**config.mk**
```make
export PLATFORM = sky130hd
export DESIGN_NAME = icy_metadata_stream_demux_top
export DESIGN_NICKNAME = d
export VERILOG_FILES = /design/src/design/imsd_pkg.sv /design/src/design/imsd_parser.sv /design/src/design/imsd_out_fifo.sv /design/src/design/icy_metadata_stream_demux_top.sv
export SDC_FILE = /design/constraint.sdc
export NUM_CORES = 1
export LEC_CHECK = 0
export BUFFER_PORTS_ARGS = -buffer_cell sky130_fd_sc_hd__buf_2
export CAP_MARGIN = 20
export CORE_UTILIZATION = 52
export CTS_BUF_LIST = sky130_fd_sc_hd__clkbuf_4 sky130_fd_sc_hd__clkbuf_8 sky130_fd_sc_hd__clkbuf_16
export DETAILED_ROUTE_END_ITERATION = 7
export GPL_TIMING_DRIVEN = 1
export MAX_ROUTING_LAYER = met4
export PLACE_DENSITY = 0.7
export SETUP_SLACK_MARGIN = 0.1
export SLEW_MARGIN = 30
export SYNTH_ARGS = -nofsm -noshare
export SYNTH_HDL_FRONTEND = slang
export SYNTH_SLANG_ARGS = --single-unit
```
**constraint.sdc**
```tcl
create_clock -name clk_i -period 5.73 [get_ports clk_i]
set_clock_uncertainty 0.05 [all_clocks]
set_input_delay 0.2865 -clock clk_i [delete_from_list [all_inputs] [get_ports clk_i]]
set_output_delay 0.2865 -clock clk_i [all_outputs]
set_load 0.05 [all_outputs]
```
**src/design/imsd_pkg.sv**
```systemverilog
// shared types, codes and constants for the icy metadata stream demux
// no dependencies
package imsd_pkg;

  localparam int unsigned IntervalW  = 20;
  localparam int unsigned RemainW    = 12;
  localparam int unsigned ByteW      = 8;
  localparam int unsigned PrefixLen  = 13;
  localparam int unsigned MaxResults = 3;
  localparam int unsigned FifoDepth  = 4;
  localparam int unsigned PtrW       = $clog2(FifoDepth);
  localparam int unsigned CntW       = $clog2(FifoDepth + 1);

  localparam logic [ByteW-1:0] CharS     = 8'h53;
  localparam logic [ByteW-1:0] CharQuote = 8'h27;
  localparam logic [ByteW-1:0] CharSemi  = 8'h3b;

  typedef enum logic [1:0] {
    PH_AUDIO = 2'd0,
    PH_LEN   = 2'd1,
    PH_META  = 2'd2
  } phase_e;

  typedef enum logic [1:0] {
    TP_SEARCH = 2'd0,
    TP_TITLE  = 2'd1,
    TP_DONE   = 2'd2,
    TP_STOP   = 2'd3
  } title_e;

  typedef enum logic [1:0] {
    KIND_AUDIO   = 2'd0,
    KIND_TITLE   = 2'd1,
    KIND_COMMIT  = 2'd2,
    KIND_DISCARD = 2'd3
  } kind_e;

  typedef struct packed {
    kind_e            kind;
    logic [ByteW-1:0] data;
  } result_t;

  typedef struct packed {
    logic [1:0]                 cnt;
    result_t [MaxResults-1:0]   item;
  } results_t;

  typedef struct packed {
    kind_e            kind;
    logic [ByteW-1:0] data;
    logic             last;
  } entry_t;

  function automatic logic [ByteW-1:0] prefix_char(input logic [3:0] idx);
    logic [ByteW-1:0] c;
    case (idx)
      4'd0:    c = 8'h53; // S
      4'd1:    c = 8'h74; // t
      4'd2:    c = 8'h72; // r
      4'd3:    c = 8'h65; // e
      4'd4:    c = 8'h61; // a
      4'd5:    c = 8'h6d; // m
      4'd6:    c = 8'h54; // T
      4'd7:    c = 8'h69; // i
      4'd8:    c = 8'h74; // t
      4'd9:    c = 8'h6c; // l
      4'd10:   c = 8'h65; // e
      4'd11:   c = 8'h3d; // =
      4'd12:   c = 8'h27; // quote
      default: c = 8'h00;
    endcase
    return c;
  endfunction

endpackage

```
**src/design/imsd_parser.sv**
```systemverilog
// stream parser: audio/length/metadata phases and title matcher
// produces up to three results per byte; depends on imsd_pkg
module imsd_parser (
  input  logic                          clk_i,
  input  logic                          rst_ni,
  input  logic [imsd_pkg::IntervalW-1:0] meta_interval_i,
  input  logic                          proc_i,
  input  logic [imsd_pkg::ByteW-1:0]    byte_i,
  output imsd_pkg::results_t            res_o
);
  import imsd_pkg::*;

  logic [IntervalW-1:0] audio_count_q, audio_count_d;
  phase_e               phase_q, phase_d;
  logic [RemainW-1:0]   meta_rem_q, meta_rem_d;
  logic [3:0]           prefix_q, prefix_d;
  title_e               title_q, title_d;
  logic                 quote_q, quote_d;
  logic                 nonempty_q, nonempty_d;

  logic [IntervalW:0]   count_inc;
  logic [3:0]           pidx;
  logic [3:0]           pnext;
  logic [1:0]           n;
  results_t             res;

  assign count_inc = {1'b0, audio_count_q} + (IntervalW + 1)'(1);
  assign pidx      = (prefix_q < 4'(PrefixLen)) ? prefix_q : 4'd0;
  assign pnext     = pidx + 4'd1;

  always_comb begin
    audio_count_d = audio_count_q;
    phase_d       = phase_q;
    meta_rem_d    = meta_rem_q;
    prefix_d      = prefix_q;
    title_d       = title_q;
    quote_d       = quote_q;
    nonempty_d    = nonempty_q;
    n             = 2'd0;
    res           = '0;
    if (proc_i) begin
      if (meta_interval_i == '0) begin
        res.item[n] = '{kind: KIND_AUDIO, data: byte_i};
        n = n + 2'd1;
      end else begin
        case (phase_q)
          PH_LEN: begin
            meta_rem_d = {byte_i, 4'b0000};
            if (byte_i != '0) begin
              phase_d    = PH_META;
              prefix_d   = 4'd0;
              title_d    = TP_SEARCH;
              quote_d    = 1'b0;
              nonempty_d = 1'b0;
            end else begin
              phase_d = PH_AUDIO;
            end
          end
          PH_META: begin
            case (title_q)
              TP_SEARCH: begin
                if (byte_i == '0) begin
                  title_d = TP_STOP;
                end else if (byte_i == prefix_char(pidx)) begin
                  if (pnext == 4'(PrefixLen)) begin
                    title_d  = TP_TITLE;
                    prefix_d = 4'd0;
                  end else begin
                    prefix_d = pnext;
                  end
                end else begin
                  prefix_d = (byte_i == CharS) ? 4'd1 : 4'd0;
                end
              end
              TP_TITLE: begin
                if (byte_i == '0) begin
                  title_d = TP_STOP;
                  quote_d = 1'b0;
                end else if (quote_q) begin
                  if (byte_i == CharSemi) begin
                    title_d = TP_DONE;
                    quote_d = 1'b0;
                  end else begin
                    res.item[n] = '{kind: KIND_TITLE, data: CharQuote};
                    n = n + 2'd1;
                    nonempty_d = 1'b1;
                    if (byte_i == CharQuote) begin
                      quote_d = 1'b1;
                    end else begin
                      res.item[n] = '{kind: KIND_TITLE, data: byte_i};
                      n = n + 2'd1;
                      quote_d = 1'b0;
                    end
                  end
                end else if (byte_i == CharQuote) begin
                  quote_d = 1'b1;
                end else begin
                  res.item[n] = '{kind: KIND_TITLE, data: byte_i};
                  n = n + 2'd1;
                  nonempty_d = 1'b1;
                end
              end
              default: ;
            endcase
            meta_rem_d = meta_rem_q - RemainW'(1);
            if (meta_rem_d == '0) begin
              res.item[n] = '{kind: (title_d == TP_DONE && nonempty_d) ?
                                    KIND_COMMIT : KIND_DISCARD,
                              data: '0};
              n = n + 2'd1;
              phase_d = PH_AUDIO;
            end
          end
          default: begin
            res.item[n] = '{kind: KIND_AUDIO, data: byte_i};
            n = n + 2'd1;
            if (count_inc >= {1'b0, meta_interval_i}) begin
              audio_count_d = '0;
              phase_d       = PH_LEN;
            end else begin
              audio_count_d = count_inc[IntervalW-1:0];
            end
          end
        endcase
      end
    end
    res.cnt = n;
  end

  assign res_o = res;

  always_ff @(posedge clk_i or negedge rst_ni) begin
    if (!rst_ni) begin
      audio_count_q <= '0;
      phase_q       <= PH_AUDIO;
      meta_rem_q    <= '0;
      prefix_q      <= '0;
      title_q       <= TP_SEARCH;
      quote_q       <= 1'b0;
      nonempty_q    <= 1'b0;
    end else begin
      audio_count_q <= audio_count_d;
      phase_q       <= phase_d;
      meta_rem_q    <= meta_rem_d;
      prefix_q      <= prefix_d;
      title_q       <= title_d;
      quote_q       <= quote_d;
      nonempty_q    <= nonempty_d;
    end
  end

endmodule

```
**src/design/imsd_out_fifo.sv**
```systemverilog
// result queue: takes up to three results per cycle, hands out one per cycle while ready_i is high
// depends on imsd_pkg
module imsd_out_fifo (
  input  logic               clk_i,
  input  logic               rst_ni,
  input  imsd_pkg::results_t wr_i,
  output logic               room_o,
  output logic               valid_o,
  input  logic               ready_i,
  output imsd_pkg::entry_t   head_o
);
  import imsd_pkg::*;

  entry_t          mem_q [FifoDepth];
  logic [PtrW-1:0] wptr_q, rptr_q;
  logic [CntW-1:0] count_q;
  logic [CntW-1:0] count_after_pop;
  logic            pop;

  assign valid_o         = (count_q != '0);
  assign pop             = valid_o && ready_i;
  assign count_after_pop = count_q - CntW'(pop);
  assign room_o          = (count_after_pop <= CntW'(FifoDepth - MaxResults));
  assign head_o          = mem_q[rptr_q];

  always_ff @(posedge clk_i) begin
    for (int i = 0; i < MaxResults; i++) begin
      if (2'(i) < wr_i.cnt) begin
        mem_q[wptr_q + PtrW'(i)] <= '{kind: wr_i.item[i].kind,
                                      data: wr_i.item[i].data,
                                      last: (2'(i) == wr_i.cnt - 2'd1)};
      end
    end
  end

  always_ff @(posedge clk_i or negedge rst_ni) begin
    if (!rst_ni) begin
      wptr_q  <= '0;
      rptr_q  <= '0;
      count_q <= '0;
    end else begin
      wptr_q  <= wptr_q + PtrW'(wr_i.cnt);
      rptr_q  <= rptr_q + PtrW'(pop);
      count_q <= count_after_pop + CntW'(wr_i.cnt);
    end
  end

endmodule

```
**src/design/icy_metadata_stream_demux_top.sv**
```systemverilog
// top level of the icy metadata stream demux: input register, parser, result queue
// depends on imsd_pkg, imsd_parser, imsd_out_fifo
//
// usage
// - slave stream carries one raw stream byte per transaction in tdata
// - master stream returns results: tdata the audio or title byte (zero for
//   markers), tuser the kind (audio, title byte, title committed, title
//   discarded), tlast on the final result caused by one input byte
// - an input byte causes zero to three results
// - cfg_we_i writes the metadata interval; zero passes every byte as audio;
//   write only while the block is idle
// - an input byte passes from the input register through the parser into the result queue
// - throughput: one input byte per cycle while each byte yields at most one
//   result and m_axis_tready is high; the master side drains one result per cycle
//   while m_axis_tready is high, so bytes that yield several results hold the input back
// - the parser takes a byte only when the four-entry result queue can absorb
//   three results, so a master stall backs up into s_axis_tready
// - reset clears the interval, all parser state and the queue; no clearing
//   pass is needed
module icy_metadata_stream_demux_top (
  input  logic                           clk_i,
  input  logic                           rst_ni,
  input  logic                           cfg_we_i,
  input  logic [imsd_pkg::IntervalW-1:0] cfg_wdata_i,    // meta_interval
  input  logic                           s_axis_tvalid,
  output logic                           s_axis_tready,
  input  logic [imsd_pkg::ByteW-1:0]     s_axis_tdata,   // [7:0] in_byte
  output logic                           m_axis_tvalid,
  input  logic                           m_axis_tready,
  output logic [imsd_pkg::ByteW-1:0]     m_axis_tdata,   // [7:0] out_byte
  output logic [1:0]                     m_axis_tuser,   // [1:0] kind
  output logic                           m_axis_tlast    // last_of_run
);
  import imsd_pkg::*;

  logic [IntervalW-1:0] interval_q;
  logic                 in_valid_q;
  logic [ByteW-1:0]     in_byte_q;
  logic                 room;
  logic                 proc;
  results_t             res;
  entry_t               head;

  assign proc          = in_valid_q && room;
  assign s_axis_tready = !in_valid_q || room;

  always_ff @(posedge clk_i or negedge rst_ni) begin
    if (!rst_ni) begin
      interval_q <= '0;
      in_valid_q <= 1'b0;
    end else begin
      if (cfg_we_i) begin
        interval_q <= cfg_wdata_i;
      end
      if (s_axis_tvalid && s_axis_tready) begin
        in_valid_q <= 1'b1;
      end else if (proc) begin
        in_valid_q <= 1'b0;
      end
    end
  end

  always_ff @(posedge clk_i) begin
    if (s_axis_tvalid && s_axis_tready) begin
      in_byte_q <= s_axis_tdata;
    end
  end

  imsd_parser u_parser (
    .clk_i          (clk_i),
    .rst_ni         (rst_ni),
    .meta_interval_i(interval_q),
    .proc_i         (proc),
    .byte_i         (in_byte_q),
    .res_o          (res)
  );

  imsd_out_fifo u_out_fifo (
    .clk_i  (clk_i),
    .rst_ni (rst_ni),
    .wr_i   (res),
    .room_o (room),
    .valid_o(m_axis_tvalid),
    .ready_i(m_axis_tready),
    .head_o (head)
  );

  assign m_axis_tdata = head.data;
  assign m_axis_tuser = head.kind;
  assign m_axis_tlast = head.last;

endmodule

```
== Yosys cells after proc, flatten, opt, wreduce, memory -nomap -nowiden ==
Memories as Yosys holds them, arrays and structs flattened.
Index checks and enable logic that the tools add are counted.

* Flip-flop bits (word level): 78
* Memory bits (writable): 44
* ROM bits: 112
* Input port bits: 33
* Output and inout bits: 13
* Word-level logic and storage cells: 163
* Memories: 2

{| class="wikitable"
|+ Memories
! name !! depth !! width !! read ports !! clocked after memory_dff !! wr ports !! line !! text
|-
| (name not given) || 16 || 7 || 1 || 0 || 0 || imsd_pkg.sv:56 || <nowiki>case (idx)</nowiki>
|-
| u_out_fifo.mem_q || 4 || 11 || 1 || 0 || 3 || imsd_out_fifo.sv:14 || <nowiki>entry_t mem_q [FifoDepth];</nowiki>
|}

* Add/subtract/negate cells: 11
* Magnitude comparators: 8
* Equal/unequal tests: 16
* Multiplexer cells: 87
* Bitwise logic cells: 2
* Reduce and logical (&&, ||, !) cells: 24

{| class="wikitable"
|+ Operators by type and width
! kind !! number
|-
| $mux W20 || 9
|-
| $mux W30 || 2
|-
| $mux W2 || 24
|-
| $mux W10 || 4
|-
| $mux W8 || 5
|-
| $bwmux W30 || 1
|-
| $mux W1 || 25
|-
| $mux W4 || 6
|-
| $pmux W12 S2 || 1
|-
| $add A20 B1 Y21 const B || 1
|-
| $ge A21 B20 Y1 || 1
|-
| $demux W10 S2 || 1
|-
| $logic_not A20 Y1 || 1
|-
| $pmux W10 S2 || 1
|-
| $eq A8 B6 Y1 const B || 2
|-
| $pmux W2 S2 || 4
|-
| $logic_not A12 Y1 || 1
|-
| $sub A12 B1 Y12 const B || 1
|-
| $mux W9 || 1
|-
| $eq A8 B7 Y1 const B || 1
|-
| $eq A8 B8 Y1 || 1
|-
| $logic_not A8 Y1 || 1
|-
| $pmux W4 S2 || 1
|-
| $reduce_and A4 Y1 || 2
|-
| other kinds (34) || 51
|}

== Longest topological paths before layout ==
Gate-level depths: netlist (run 1).
An unclocked memory read counts as a cell.

* Depth in word-level cells: 23
* Mapped depth: 16

== Hierarchy ==
Synthesis (run 1) repeated with hierarchy kept, for this count alone.

* Cell total of the unflattened synthesis: 878
* Area total of the unflattened synthesis: 8,100.3 µm²

{| class="wikitable"
|+ By module, submodules not included
! module !! instances !! cells each !! area each (µm²) !! seq. area each (µm²)
|-
| imsd_parser || 1 || 529 || 4,040.1 || 1,051.0
|-
| imsd_out_fifo || 1 || 294 || 2,946.6 || 1,496.4
|-
| icy_metadata_stream_demux_top || 1 || 55 || 1,113.6 || 765.7
|}

== Worst setup path after synthesis (run 1) ==
OpenSTA, ideal clock, no wires.

* Kind: reg2reg
* From: reg u_out_fifo.count_q[0]
* To: mem u_out_fifo.mem_q[1][0] in the netlist's numbering, enable pin
* Library setup time: 0.394 ns
* Arrival: 4.027 ns
* Data required time: 5.286 ns
* Setup slack: 1.259 ns
* Stages on the path, launching flop included: 15
* Buffers on the path: 2
* Period minus slack after synthesis: 4.471 ns
* Cells stage by stage: dfrtp_1 -> or3_1 -> and2_1 -> ha_1 -> ha_1 -> xnor2_1 -> and3_1 -> clkbuf_1 -> o2111ai_1 -> nor2_1 -> mux2i_1 -> inv_2 -> buf_4 -> a41oi_1 -> o21ai_0

{| class="wikitable"
|+ RTL lines
! what !! line !! text
|-
| start: declaration || imsd_out_fifo.sv:16 || <nowiki>logic [CntW-1:0] count_q;</nowiki>
|-
| start signal: assignment || imsd_out_fifo.sv:44 || <nowiki>count_q <= count_after_pop + CntW'(wr_i.cnt);</nowiki>
|-
| end: declaration || imsd_out_fifo.sv:14 ||
|}

==> results_dict.tcl, run 1 <==
set metrics [dict create \
    status "finished, final reports clean" \
    drt-initial-drc-count 566 \
    firstDrtPassIters 5 \
    ant_nets 0 \
    finalSetupTns_ns 0 \
    fin_crit_sh_pct 82.0 \
    final_max_slew_viol_count 0 \
    htreeDepth 4 \
    reg2reg_slack_ns 1.03 \
    clockRootBuffer "clkbuf_16" \
    tightest_slew_ns 0.847 \
    synth_edf_count 52 \
    seqPwrFrac_pct 37.4 \
    synth_largest_area_cell "dfrtp_1" \
    synth-seq-cells 122 \
    syn_nets 865 \
    die_w_um 123 \
    fp.dieH_um 123 \
    cts-buffers-inserted 17 \
    nNetsFinal 911 \
    dp.cells 991 \
    finalNonFillerCells 1032 \
    grtUsageTotal_pct 27.5 \
    power_frac_comb_pct 33.1 \
    grt-ovfl-total 0 \
    initial_core_util_pct 54.1 \
    synthArstFlopShare_pct 57.4 \
    vias 6295 \
    synth_cells 793 \
    clkLatencyLatePin_ns 0.43 \
    fin_util_pct 61.4 \
    critPathArrivalTime_ns 4.76 \
    grt_pass1_vias 6164 \
    critPathRequiredTime_ns 5.79 \
    stdcell_area_mm2 0.00866 \
    cts_resized 0 \
    syn2layout_area_growth_pct 13.6 \
    finalHoldViolCount 0 \
    die_area_mm2 0.0151 \
    critPathKind "flip-flop to flip-flop" \
    p_sw_w 0.00130 \
    p_total_w 0.00341 \
    grt_max_degree 71 \
    worstPathMaxFanout 16 \
    cts_tree "built" \
    startpoint_type "flip-flop" \
    clock-sinks 122 \
    maxSlewHeadroom_pct 43.4 \
    drv_cap 0 \
    hp-class "input port to flip-flop" \
    clkPwrFrac_pct 29.5 \
    dpl.hpwl_mm 13.5 \
    drive_above_1_share_pct 15.0 \
    clock.fmax_ghz 0.213 \
    route.detailed.drc 0 \
    core_area_mm2 0.0141 \
    numPortBuffers 45 \
    grt_pass1_wl_mm 30.8 \
    synth_area_leaders "dfrtp_1 23%, edfxtp_1 20%, ha_1 6.2%" \
    setup_viol 0 \
    clockBufferDepth 2 \
    routed_wl_mm 18.7 \
    internal-power_w 0.00211 \
    switching_share_pct 38.2 \
    synth-main-ff-cell "dfrtp_1" \
    yosysMostFrequentCell "nand2_1" \
    synth_top_area_share_pct 23.0 \
    io-pin-count 46 \
    place_congestion 0.930 \
    place_area_mm2 0.00800 \
    min_period_ns 4.70 \
    worstSetupEndpointType "flip-flop" \
    p_leak_nw 3.64 \
    antenna_found_initial 0 \
    syn_area_mm2 0.00762 \
    path_clk_slew_ns 0.06 \
    rows 43 \
    yosysSeqAreaShare_pct 43.5 \
    ir_drop_mv 0.234 \
    avgSynthCellArea_um2 9.61 \
    synthTopCellsByCount "86 x nand2_1, 83 x o21ai_0, 70 x dfrtp_1" \
    vias_per_cell 6.10 \
    powerDensity_mw_per_mm2 394 \
    n_antenna_cell 0 \
    synthDistinctLibCells 74 \
    wl_per_cell_um 18.2 \
    synth_warnings 0 \
    rsz0062_at_grt "no" \
]
==> logic make-up after synthesis <==
kind of cell / count (synthesis) / share of synthesized area, %
AO/OA/AOI/OAI: 206 / 16.9
XOR/XNOR: 31 / 3.56
adder cells (fa/ha/maj): 39 / 6.50
buffers and inverters: 81 / 4.15
flip-flops: 122 / 43.5
multiplexers: 35 / 6.68
AND/OR/NAND/NOR: 279 / 18.8
==> cell usage in the layout (no fill, tap or decap), types with 10 or more instances in the layout <==
master | netlist | final
dfrtp_1 | 70 | 70
nor2b_1 | 10 | 10
nor2_1 | 40 | 40
nand2b_1 | 13 | 13
nand4_1 | 16 | 16
buf_2 | 4 | 45
nand3_1 | 39 | 39
nor3_1 | 12 | 12
xnor2_1 | 18 | 18
mux2i_1 | 13 | 13
nand2_1 | 86 | 86
xor2_1 | 13 | 13
a21oi_1 | 36 | 36
edfxtp_1 | 52 | 52
o22ai_1 | 11 | 11
mux4_2 | 11 | 11
ha_1 | 38 | 38
a21o_1 | 13 | 13
buf_4 | 2 | 11
inv_1 | 40 | 40
o21ai_0 | 83 | 83
clkbuf_16 | 0 | 17
==> power groups by stage <==
stage | clock network [W] | logic [W] | registers, W
2_1_floorplan | 0 | 0.000910 | 0.00118
4_1_cts | 0.00102 | 0.00113 | 0.00127
3_3_place_gp | 0 | 0.00110 | 0.00128
6_report | 0.00101 | 0.00113 | 0.00127
3_5_place_dp | 0 | 0.00112 | 0.00129
5_1_grt | 0.00105 | 0.00124 | 0.00129
==> worst paths after layout <==
kind | from | cells past startpoint | to
worst max-delay path | u_parser.meta_rem_q[1] | 11 | u_out_fifo.mem_q[2][9]
worst min-delay path | cfg_wdata_i[1] | 3 | interval_q[1]
worst max register to register | u_parser.meta_rem_q[1] | 11 | u_out_fifo.mem_q[2][9]
worst min register to register | u_parser.nonempty_q | 2 | u_parser.nonempty_q
max in group asynchronous | rst_ni | 3 | u_out_fifo.rptr_q[0]
min in group asynchronous | rst_ni | 3 | u_parser.audio_count_q[3]
==> sequential cells by signal (all words and copies together) (netlist names), 3 cells and up <==
signal                  flops
u_out_fifo.mem_q           44
interval_q                 20
u_parser.audio_count_q     20
u_parser.meta_rem_q        12
in_byte_q                   8
u_parser.prefix_q           4
u_out_fifo.count_q          3
==> metal layers <==
layer  GRT usage, %  share of wire (%)  vias to the layer above  wire [um]
met4           10.1                1.7                        0        314
met5              -                  0                        -          0
met3           5.63                4.6                       26        860
met2           41.9                 47                      158       8760
met1           36.5                 47                     3098       8800
li1               -                  -                     3013          -
==> through the flow <==
| step | hold slack (ns) | setup WS [ns] |
|---|---|---|
| floorplan | -0.0591 | 1.26 |
| global placement | 0.414 | 1.31 |
| detailed placement | 0.415 | 1.10 |
| CTS | 0.00875 | 1.08 |
| global route | 0.0311 | 0.634 |
| finish | 0.0171 | 1.03 |
==> timing repair <==
| item | in CTS | in global routing |
|---|---|---|
| setup buffers | 0 | 0 |
| hold endpoints to repair | 8 | 60 |
| hold buffers | 8 | 1 |
==> critical path, cell delays in order (launching register included) <==
cell     delay [ns]
dfrtp_1        0.40
inv_1          0.11
ha_1           0.23
or4b_1         0.51
or3b_1         0.42
a22o_1         0.27
nor4_4         0.63
mux2i_1        0.60
inv_2          0.26
nand2_2        0.34
o21ai_1        0.18
a21o_1         0.36
==> cell type report <==
class                   instances  area [um^2]
fillers                      1213         5440
multi-input cells             590         4000
flip-flops and latches        122         3310
clock buffers                  18          433
repair buffers                 66          409
well taps                     180          225
inverters                      42          158
clock inverters                14          124
Note: power is estimated with default switching activity, not from simulation.
==> run 2: changes to the inputs <==
--- a/config.mk
+++ b/config.mk
@@ -12,7 +12,7 @@
 export DETAILED_ROUTE_END_ITERATION = 7
 export GPL_TIMING_DRIVEN = 1
 export MAX_ROUTING_LAYER = met4
-export PLACE_DENSITY = 0.7
+export PLACE_DENSITY = 0.73
 export SETUP_SLACK_MARGIN = 0.1
 export SLEW_MARGIN = 30
 export SYNTH_ARGS = -nofsm -noshare
==> constraint.sdc (replaced) <==
create_clock -name clk_i -period 4.1 [get_ports clk_i]
set_clock_uncertainty 0.05 [all_clocks]
set_input_delay 0.205 -clock clk_i [delete_from_list [all_inputs] [get_ports clk_i]]
set_output_delay 0.205 -clock clk_i [all_outputs]
set_load 0.05 [all_outputs]
==> results_dict.tcl, run 2 (synthesis gave the netlist of run 1 again) <==
set metrics [dict create \
    htreeDepth 4 \
    hold_depth 3 \
    largest_register_ffs 44 \
    n_fill_cell 1172 \
    clock-sinks 122 \
    drt-initial-drc-count 591 \
    worstPathMaxFanout 7 \
    internal-power_w 0.00318 \
    core_area_mm2 0.0141 \
    die_w_um 123 \
    critPathRequiredTime_ns 4.35 \
    firstDrtPassIters 5 \
    startpoint_type "flip-flop" \
    rows 43 \
    p_leak_nw 3.95 \
    grt_pass1_vias 6511 \
    use_met3_pct 6.09 \
    io-pin-count 46 \
    hold_end "u_out_fifo.rptr_q[0]" \
    layout_commonest_cell "nand2_1" \
    route.detailed.drc 0 \
    finalHoldViolCount 0 \
    drv_cap 0 \
    reg2reg_to "u_parser.audio_count_q[13]" \
    path_clk_slew_ns 0.05 \
    dpl.hpwl_mm 14.1 \
    powerDensity_mw_per_mm2 545 \
    seqPwrFrac_pct 34.8 \
    critPathArrivalTime_ns 4.07 \
    vias_per_cell 6.02 \
    grt-busiest-layer "met2" \
    cp-startpoint "u_parser.audio_count_q[0]" \
    grt_pass1_wl_mm 31.8 \
    routed_wl_mm 19.4 \
    registers.top_by_ff_count "u_out_fifo.mem_q" \
    ir_drop_mv 0.394 \
    drive_above_1_share_pct 18.1 \
    post_cts_buffers 0 \
    fp.dieH_um 123 \
    met2_usage_pct 44.3 \
    power_frac_comb_pct 34.4 \
    final_max_slew_viol_count 0 \
    cts-buffers-inserted 17 \
    reg2reg_slack_ns 0.28 \
    vias 6537 \
    fin_crit_sh_pct 93.3 \
    rsz0062_at_grt "yes" \
    hold_path.startpoint "m_axis_tready" \
    nNetsFinal 964 \
    clkPwrFrac_pct 30.8 \
    worstSetupEndpointType "flip-flop" \
    n_antenna_cell 0 \
    finalSetupTns_ns 0 \
    critPathKind "flip-flop to flip-flop" \
    grtUsageTotal_pct 28.2 \
    switching_share_pct 36.5 \
    final_cell_mix "86 x nand2_1, 80 x o21ai_0, 69 x dfrtp_1" \
    cts_tree "built" \
    place_congestion 0.894 \
    grt_max_degree 40 \
    p_total_w 0.00501 \
    p_sw_w 0.00183 \
    antenna_found_initial 0 \
    clockRootBuffer "clkbuf_16" \
    crit-reg2reg-launch "u_parser.audio_count_q[0]" \
    clockBufferDepth 2 \
    min_period_ns 3.82 \
    numPortBuffers 45 \
    top_regs "u_out_fifo.mem_q: 44 flops, interval_q: 20 flops, u_parser.audio_count_q: 20 flops" \
    hp-class "input port to flip-flop" \
    tightest_slew_ns 0.741 \
    wl_per_cell_um 17.9 \
    setup_viol 0 \
    grt_use_met1_pct 35.5 \
    syn2layout_area_growth_pct 20.7 \
    die_area_mm2 0.0151 \
    worstRegToRegCells 13 \
    grt-ovfl-total 0 \
    ant_nets 0 \
    initial_core_util_pct 54.1 \
    clkLatencyLatePin_ns 0.42 \
    status "finished, final reports clean" \
    clock.fmax_ghz 0.261 \
    maxSlewHeadroom_pct 50.6 \
]
-- run 2: changes by cell type in the layout (fill, tap and decap cells not counted), sizes merged, moves of 2 or more --
cell         previous run  this run
dlygate4sd3             9        30
inv                    44        41
clkinv                  6         8
bufinv                  1         4
buf                    57        89
-- run 2: cell type report --
type	instances	area, um^2	share of cell area [%]
Clock inverter	15	181	1.97
Clock buffer	17	425	4.62
Tap cell	180	225	2.45
Timing Repair Buffer	119	856	9.30
Inverter	42	158	1.71
Multi-Input combinational cell	590	4040	43.9
Sequential cell	122	3310	36.0
-- run 2: routing by layer --
metal | share of wire [%] | wire (um)
met1 | 45 | 8780
met2 | 47 | 9190
met4 | 2.3 | 439
met3 | 5.1 | 980
met5 | 0 | 0
-- run 2: through the flow --
| stage | worst slack [ns] | instance area (um^2) | utilization (%) | instances | hold slack (ns) |
|---|---|---|---|---|---|
| after floorplan | 0.101 | 7630 | - | 793 | -0.141 |
| after global placement | 0.177 | 8250 | 58.5 | 1023 | 0.241 |
| after detailed placement | 0.126 | 8250 | 58.5 | 1023 | 0.258 |
| after CTS | 0.104 | 9160 | 65.0 | 1085 | 0.109 |
| after global routing | 0.0664 | 9200 | 65.3 | 1085 | 0.135 |
| final | 0.276 | 9200 | 65.3 | 1085 | 0.122 |
-- run 2: how the worst max path moves through the flow --
stage / to / slack, ns / cells after the start
after floorplan: u_out_fifo.mem_q[1][0] / 0.10 / 14
after global placement: u_out_fifo.mem_q[1][5] / 0.18 / 9
after detailed placement: u_out_fifo.mem_q[3][7] / 0.13 / 11
after CTS: u_out_fifo.mem_q[3][7] / 0.10 / 11
after global routing: u_parser.audio_count_q[13] / 0.07 / 13
final: u_parser.audio_count_q[13] / 0.28 / 13
-- run 2: repair_timing --
action	4_1_cts	5_1_grt
endpoints found under the setup margin	0	64
hold buffers	30	0
hold endpoints to repair	61	0
gates resized for setup	0	8
-- run 2: worst max-delay path, cell delays in order, from the launching register on --
cell and delay [ns]:
dfrtp_1 0.45, ha_1 0.27, nand3_1 0.22, or3_1 0.45, nor2_1 0.15, xor2_1 0.26
ha_1 0.30, a21o_1 0.16, a21o_1 0.17, a21o_1 0.20, a2bb2oi_1 0.23, nand3_1 0.13
or2_2 0.37, o41ai_1 0.29
-- run 2: power groups by stage --
stage	clock [W]	combinational [W]	sequential (W)
6_report	0.00155	0.00172	0.00174
5_1_grt	0.00162	0.00189	0.00177
4_1_cts	0.00156	0.00172	0.00174
3_5_place_dp	0	0.00168	0.00176
3_3_place_gp	0	0.00165	0.00176
2_1_floorplan	0	0.00128	0.00165
